--- config.mk ---
export PLATFORM = sky130hd
export DESIGN_NAME = ct8_window
export DESIGN_NICKNAME = d
export VERILOG_FILES = /design/src/hw/rtl/census_transform_8x8_assert.svh /design/src/hw/rtl/ct8_pkg.sv /design/src/hw/rtl/ct8_window.sv
export SDC_FILE = /design/constraint.sdc
export NUM_CORES = 2
export LEC_CHECK = 0
export BUFFER_PORTS_ARGS = -buffer_cell sky130_fd_sc_hd__buf_4
export CAP_MARGIN = 15
export CORE_ASPECT_RATIO = 2
export CORE_MARGIN = 1
export CORE_UTILIZATION = 68
export CTS_CLUSTER_DIAMETER = 150
export DETAILED_ROUTE_END_ITERATION = 12
export PLACE_DENSITY = 0.87
export SLEW_MARGIN = 15
export SYNTH_ARGS = -nofsm -noshare
export SYNTH_HDL_FRONTEND = slang
export SYNTH_SLANG_ARGS = --single-unit
--- constraint.sdc ---
create_clock -name clk -period 6.25 [get_ports clk]
set_clock_uncertainty 0.15 [all_clocks]
set_input_delay 0.3125 -clock clk [delete_from_list [all_inputs] [get_ports clk]]
set_output_delay 0.3125 -clock clk [all_outputs]
set_load 0.01 [all_outputs]
--- src/hw/rtl/census_transform_8x8_assert.svh ---
// Assertion macros for the census transform block.
// Define ASSERT_OFF to compile the checks away.
`ifndef CENSUS_TRANSFORM_8X8_ASSERT_SVH
`define CENSUS_TRANSFORM_8X8_ASSERT_SVH

`ifndef ASSERT_OFF
// Check that is muted while reset is high
`define CT8_ASSERT(label, clk, rst, prop, msg) \
  label: assert property (@(posedge clk) disable iff (rst) prop) else $error(msg);
// Check that also runs through reset
`define CT8_ASSERT_ALWAYS(label, clk, prop, msg) \
  label: assert property (@(posedge clk) prop) else $error(msg);
`else
`define CT8_ASSERT(label, clk, rst, prop, msg)
`define CT8_ASSERT_ALWAYS(label, clk, prop, msg)
`endif

`endif

--- src/hw/rtl/ct8_pkg.sv ---
`timescale 1ns / 1ps

package ct8_pkg;

  // Image size limits
  localparam int MAX_WIDTH  = 1024;
  localparam int MAX_HEIGHT = 1024;

  // Window geometry: 8x8, centre at offset 4, lag of 3 scan steps
  localparam int WIN        = 8;
  localparam int CTR        = 4;
  localparam int LAG        = WIN - 1 - CTR;
  localparam int STORE_ROWS = WIN - 1;
  localparam int CODE_W     = WIN * WIN - 1;

  // Field widths
  localparam int PIX_W  = 8;
  localparam int CFG_W  = 11;
  localparam int POS_W  = 10;
  localparam int SLOT_W = $clog2(STORE_ROWS);
  localparam int ADDR_W = $clog2(MAX_WIDTH);
  localparam int DIM_W  = $clog2((MAX_WIDTH > MAX_HEIGHT ? MAX_WIDTH : MAX_HEIGHT) + LAG);

  // Configuration register indexes
  localparam int IDX_W = 2;
  localparam logic [IDX_W-1:0] REG_WIDTH  = 2'd0;
  localparam logic [IDX_W-1:0] REG_HEIGHT = 2'd1;

  localparam logic [CFG_W-1:0] WIDTH_RST  = 11'd640;
  localparam logic [CFG_W-1:0] HEIGHT_RST = 11'd480;

  // One column of the line store: one pixel per stored row
  typedef logic [STORE_ROWS-1:0][PIX_W-1:0] col_t;

  // Neighbor validity for one centre
  typedef struct packed {
    logic [WIN-1:0] rm;
    logic [WIN-1:0] cm;
    logic           in_img;
  } mask_t;

  // Result sideband
  typedef struct packed {
    logic             emit;
    logic [POS_W-1:0] row;
    logic [POS_W-1:0] col;
    logic             last;
  } info_t;

  // Stage after the transfer, line store read in flight
  typedef struct packed {
    logic [PIX_W-1:0]  px;
    logic [SLOT_W-1:0] slot;
    logic [WIN-1:0]    ld;
    mask_t             mask;
    info_t             info;
  } s1_t;

  // Stage after the window shift
  typedef struct packed {
    mask_t mask;
    info_t info;
  } s2_t;

  // Zero acts as one, oversize clamps to the limit
  function automatic logic [DIM_W-1:0] eff_size(input logic [CFG_W-1:0] v, input int limit);
    logic [DIM_W-1:0] s;
    if (v == '0) s = DIM_W'(1);
    else if (int'(v) > limit) s = DIM_W'(limit);
    else s = DIM_W'(v);
    return s;
  endfunction

endpackage

--- src/hw/rtl/ct8_window.sv ---
`timescale 1ns / 1ps

// 8x8 window registers and the 63 parallel comparisons against the centre.
module ct8_window (
  input  logic                          clk,
  input  logic                          rst,
  input  logic                          shift_en,
  input  logic [ct8_pkg::PIX_W-1:0]     px,
  input  logic [ct8_pkg::SLOT_W-1:0]    slot,
  input  logic [ct8_pkg::WIN-1:0]       ld,
  input  ct8_pkg::col_t                 rd_data,
  input  ct8_pkg::mask_t                mask,
  output logic [ct8_pkg::CODE_W-1:0]    code
);

  localparam int WIN = ct8_pkg::WIN;
  localparam int SR  = ct8_pkg::STORE_ROWS;
  localparam int SLW = ct8_pkg::SLOT_W;
  localparam int WW  = WIN * WIN;
  localparam int CI  = WW - 1 - (ct8_pkg::CTR * WIN + ct8_pkg::CTR);

  logic [WIN-1:0][WIN-1:0][ct8_pkg::PIX_W-1:0] win;
  logic [WIN-1:0][ct8_pkg::PIX_W-1:0]          load;
  logic [WW-1:0]                               full;

  // New right column: stored row (r-7+dr) sits in slot (r+dr) mod 7
  always_comb begin
    logic [SLW:0] s;
    s = '0;
    for (int dr = 0; dr < SR; dr++) begin
      s = {1'b0, slot} + (SLW + 1)'(dr);
      if (s >= (SLW + 1)'(SR)) s = s - (SLW + 1)'(SR);
      load[dr] = ld[dr] ? rd_data[s[SLW-1:0]] : '0;
    end
    load[WIN-1] = ld[WIN-1] ? px : '0;
  end

  // Shift left one column per item
  always_ff @(posedge clk) begin
    if (rst) begin
      win <= '0;
    end else if (shift_en) begin
      for (int dr = 0; dr < WIN; dr++) begin
        for (int dc = 0; dc < WIN - 1; dc++) begin
          win[dr][dc] <= win[dr][dc + 1];
        end
        win[dr][WIN-1] <= load[dr];
      end
    end
  end

  // Brighter-than-centre bits, masked by image bounds
  always_comb begin
    full = '0;
    for (int dr = 0; dr < WIN; dr++) begin
      for (int dc = 0; dc < WIN; dc++) begin
        full[WW - 1 - (dr * WIN + dc)] = mask.in_img && mask.rm[dr] && mask.cm[dc] &&
                                         (win[dr][dc] > win[ct8_pkg::CTR][ct8_pkg::CTR]);
      end
    end
  end

  // Drop the centre position
  assign code = {full[WW-1:CI+1], full[CI-1:0]};

endmodule

======== Yosys cells after proc, flatten, opt, wreduce, memory -nomap -nowiden ========
Index checks and enable logic that the tools add are counted.
storage, ports and cells
  bits in registers ....................... 512
  bits of input ports ..................... 95
  output and inout port bits .............. 63
  logic and storage cells ................. 317
operators by class
  add/subtract/negate cells ............... 13
  $lt $le $gt $ge ......................... 77
  muxes and demuxes ....................... 29
  reduce and logical (&&, ||, !) cells .... 134
operators with widths
  kind                   count
  $gt A8 B8 Y1           63
  $bmux W8 S3            7
  $logic_and A1 B1 Y1    134
  $mux W8                15
  $lt A3 B4 Y1 const B   7
  $ge A4 B3 Y1 const B   6
  $mux W3                7
  $sub A3 B3 Y3 const B  7
  $add A3 B3 Y4 const B  3
  $add A3 B2 Y4 const B  2
  $add A3 B1 Y4 const B  1
  $ge A3 B3 Y1 const B   1

======== Longest topological paths before layout ========
  depth in word-level cells ............... 6
  depth in mapped cells ................... 11
  depth with buffers taken out ............ 9

======== Worst setup path after synthesis ========
No wires, ideal clock.
  kind .................................... register -> output
  start point ............................. register win[288] in the netlist's numbering
  end point ............................... output port code[31] in the netlist's numbering
  arrival ................................. 2.498 ns
  data required time ...................... 5.787 ns
  setup slack ............................. 3.289 ns
  stages on the path, launching flop included .. 6
  buffers on the path ..................... 0
  cell sequence ........................... dfxtp_1 > ha_1 > and3_1 > nand4_1 > o2111ai_1 > a21oi_1
on the way
  longest elaborated chain between the ends .. 2
RTL lines
  what                              RTL line          text
  start: declaration                ct8_window.sv:22  logic [WIN-1:0][WIN-1:0][ct8_pkg::PIX_W-1:0] win;
  start signal: indexed assignment  ct8_window.sv:45  win[dr][dc] <= win[dr][dc + 1];
  start signal: indexed assignment  ct8_window.sv:47  win[dr][WIN-1] <= load[dr];
  $gt A8 B8 Y1                      ct8_window.sv:58  (win[dr][dc] > win[ct8_pkg::CTR][ct8_pkg::CTR]);
  $logic_and A1 B1 Y1               ct8_window.sv:57  full[WW - 1 - (dr * WIN + dc)] = mask.in_img && mask.rm[dr] && mask.cm[dc] &&
  end: declaration                  ct8_window.sv:13  output logic [ct8_pkg::CODE_W-1:0] code
Every way passes these cells.

======== Worst setup path after layout ========
  start point ............................. register win[289] in the netlist's numbering
  end point ............................... output port code[14] in the netlist's numbering
Same word-level chain as after synthesis.

==> results.md <==
- At the end of routability-driven placement, the weighted congestion stood at 1.05.
- The final instance area is 0.0369 mm2.
- The headroom to the max-slew limit is 22.5%.
- The worst setup slack for register-to-register paths is approximately 4500 ps.
- The hold buffer count at CTS is 11.
- From synthesis to final layout, the design area changed by 9.59%.
- After the last flow step, the layout net total stands at 4211.
- Counting flops and latches in the post-synthesis netlist gives roughly 510.
- The startpoint type of the worst setup path is a register.
- The die is roughly 160 um wide.
- Summed over all cells, the static leakage comes to 17.1 nW.
- After detailed routing, the number of remaining DRC violations is 0.
- The run finished with clean final reports.
- The HPWL reported at the end of detailed placement is ~65000 um.
- The post-synth design cell area is 0.0337 mm2.
- The number of fillers in the final layout is about 3400.
- The startpoint of the lowest-slack hold path is ld[2].
- The synthesized net count is 4153.
- The initial core utilization is 68.7%.
- The final count of pins violating max slew is 0.
- Dividing the detail-routed via count by the number of cells gives 6.71.
- Of the cells placed in the final design, the portion with a size suffix greater than 1 is 9.55%.
- Along the worst path, the maximum fanout reaches 36.
- Counting cells, the worst reg-to-reg path comes to 2.
- The timing-limited maximum frequency is 244 MHz.
- The clock root buffer is clkbuf_16.
- Setup violations remaining at the end of the flow were counted as 0.
- The overall overflow remaining after global route is 0.
- The initial antenna violation count is 3.
- The number of global-route vias before repair came to 29095.
- The largest register by flop count is win.
- Port buffering added 157 buffers.
- The sort of element at the end of the critical path is a primary output.
- Setup total negative slack on the finished layout was measured at 0 ps.
- The area after detailed placement is 0.0351 mm2.
- The tool flagged a number of max-cap violations equal to 0.
- The endpoint identified for the worst register-to-register timing path is win[288].
- The overall die height is 317 um.
- The clock passes through at most 3 buffers.
- The critical path is of the reg -> out type.
- The actual transition at the worst max-transition pin is 1160 ps.
- The most used flip-flop cell after synthesis is dfxtp_1.
- The full die area is 0.0505 mm2.
- The final clock period utilization by the worst path is 65.6%.
- The clock-pin slew of the registers on the worst-case setup and hold paths is 70 ps.
- The number of detailed-route iterations in the first pass is 6.
- The endpoint required time on the critical path is 5790 ps.
- The post-detailed-routing wire length is ~97000 um.
- Across the VDD grid, the largest voltage drop is 0.000197 V.
- The number of enable-type register cells in the synthesized netlist is 0.
- For the worst setup path, the data arrival time is 3640 ps.
- The path class of the tightest hold or removal check is in -> reg.
- The global-route usage over all layers is 38.0%.
- The number of cells on the worst hold path is 3.
- The power per standard cell area is 208 mW/mm2.
- Clock latency on the worst-skew pair, taken at its later pin, is around 600 ps.
- The minimum clock period is 4100 ps.
- The maximum number of pins on one net before global-route repair is 108.
- In this run the critical register-to-register path is launched from win[288].
- The warning count from the yosys run is 0.
- The H-tree depth reported by CTS is 2.
- TritonCTS built the clock tree.
- After synthesis, the mean cell area works out to about 9.5 um2.
- The routed wirelength normalized by instance count is 22.6 um.
- The area inside the core boundary is between 0.04 and 0.05 mm2.
- In this run the remaining antenna-violating nets after routing total 0.
- In the final layout, the registers with the most flip-flops are win (512).
- After synthesis, flip-flops and latches occupy approximately 30% of the total area.
- The number of placed instances, taps included, is 4183.
- Setup repair after global routing left no endpoint under its margin.
- For hold timing, the worst endpoint is win[188].
- For this block, the via count after detailed routing is approximately 29000.
- The fraction of registers with async set/reset is 0%.
- The number of clock buffers added by TritonCTS is 45.
- The gate count of the mapped netlist is 3542.
- Post-CTS repair changed the size of 0 cells.
- The standard-cell row count is between 100 and 150.
- The first global-routing pass estimated around 150000 um of wire.
- The distinct cell type count of the synthesized netlist is 61.
- The hold violation count in the final report is 0.
- After clock tree synthesis, the setup repair step added 0 buffers.
- The top-level port count is 158.
- For this design, the sink count on the clock tree is 512.
- The number of standard cells in the layout, taps in and fillers out is 4281.
- The register with the most flip-flops in the layout has between 500 and 600 of them.
- The DRC marker count from the first detailed-route iteration is 2189.
metal layers:
| layer | wire [um] | track usage (%) |
|---|---|---|
| met5 | 0 | 0 |
| met4 | 8670 | 30.6 |
| met3 | 7220 | 7.16 |
| met2 | 46700 | 66.8 |
| met1 | 34300 | 39.9 |
critical path, cell delays in order, from the launching register on:
cell,delay [ps]
dfxtp_1,370
clkinv_2,530
buf_4,560
ha_1,390
nor2b_1,130
o21a_1,170
o21a_1,180
o21ai_0,290
a21oi_1,190
buf_4,190
cells in the mapped netlist (8+ instances only):
cell type,instances,area [um2]
nor2_1,580,2180
mux2i_1,559,5600
ha_1,515,6440
dfxtp_1,512,10200
a21o_1,127,953
o21a_1,127,953
and3_1,126,788
clkbuf_1,103,387
o21ai_0,89,445
a21oi_1,88,440
nor2b_1,81,507
inv_1,77,289
nand2_1,69,259
nand4_1,63,394
o2111ai_1,63,552
buf_2,60,300
mux4_2,32,721
a221oi_1,31,272
o31ai_1,24,180
mux2_2,20,225
a2111oi_0,16,140
o22ai_1,16,100
nand3_1,11,55.1
nand3b_1,10,75.1
and2_1,9,56.3
nor3b_1,9,67.6
a211oi_1,8,60.1
clkbuf_2,8,40.0
nor4_1,8,50.1
o211ai_1,8,60.1
o2bb2ai_1,8,70.1
o311a_1,8,80.1
or3_1,8,50.1
placed cells by master, fill, tap and decap left out, types with 10 or more instances in the layout:
cell             n
nor2_1         579
mux2i_1        559
ha_1           515
dfxtp_1        511
buf_4          180
o21a_1         127
a21o_1         127
and3_1         126
o21ai_0         89
a21oi_1         88
nor2b_1         81
inv_1           70
nand2_1         69
nand4_1         63
o2111ai_1       63
clkbuf_16       47
mux4_2          32
a221oi_1        31
o31ai_1         24
mux2_2          20
a2111oi_0       16
o22ai_1         16
clkbuf_8        14
nand3_1         11
dlygate4sd3_1   11
clkinv_2        10
nand3b_1        10
per-stage QoR:
stage               setup slack [ps]  util, %  power (W)  hold slack [ps]
floorplan                       3290        -    0.00424              295
global placement                1940     71.6    0.00454              320
detailed placement              1900     71.6    0.00457              324
CTS                             2130     75.1    0.00767             30.2
global route                    2050     75.3    0.00791             69.6
finish                          2150     75.3    0.00769             49.2
kinds of logic after synthesis:
| kind of cell | count (synthesis) | synth area share [%] |
|---|---|---|
| adders and majority gates | 516 | 19.2 |
| DFF | 512 | 30.4 |
| xor gates and xnor gates | 11 | 0.453 |
| muxes | 613 | 19.5 |
| buffers and inverters | 261 | 3.30 |
| AOI/OAI and AO/OA | 641 | 13.6 |
| and+or+nand+nor | 988 | 13.6 |
area by class of cell:
class | count | area (um2) | share of cell area [%]
multi-input combinational | 2769 | 22400 | 60.6
sequential | 512 | 10300 | 27.8
timing repair buffer | 195 | 1530 | 4.15
clock buffer | 68 | 1400 | 3.78
tap | 643 | 805 | 2.18
inverter | 77 | 298 | 0.806
clock inverter | 14 | 258 | 0.698
antenna | 3 | 7.51 | 0.0203
power breakdown:
group          leakage, nW  internal [W]  switching [W]
clock                0.808       0.00183        0.00132
sequential            4.13       0.00331      0.0000503
combinational         12.2      0.000499       0.000684
worst max path at each step:
stage,from,endpoint,cells after the start
after floorplan,win[288],code[31],5
after global placement,slot[0],win[377],8
after detailed placement,slot[0],win[377],8
after CTS,win[289],code[14],9
after global routing,win[289],code[14],9
final,win[289],code[14],9
(Power assumes the default switching activity.)
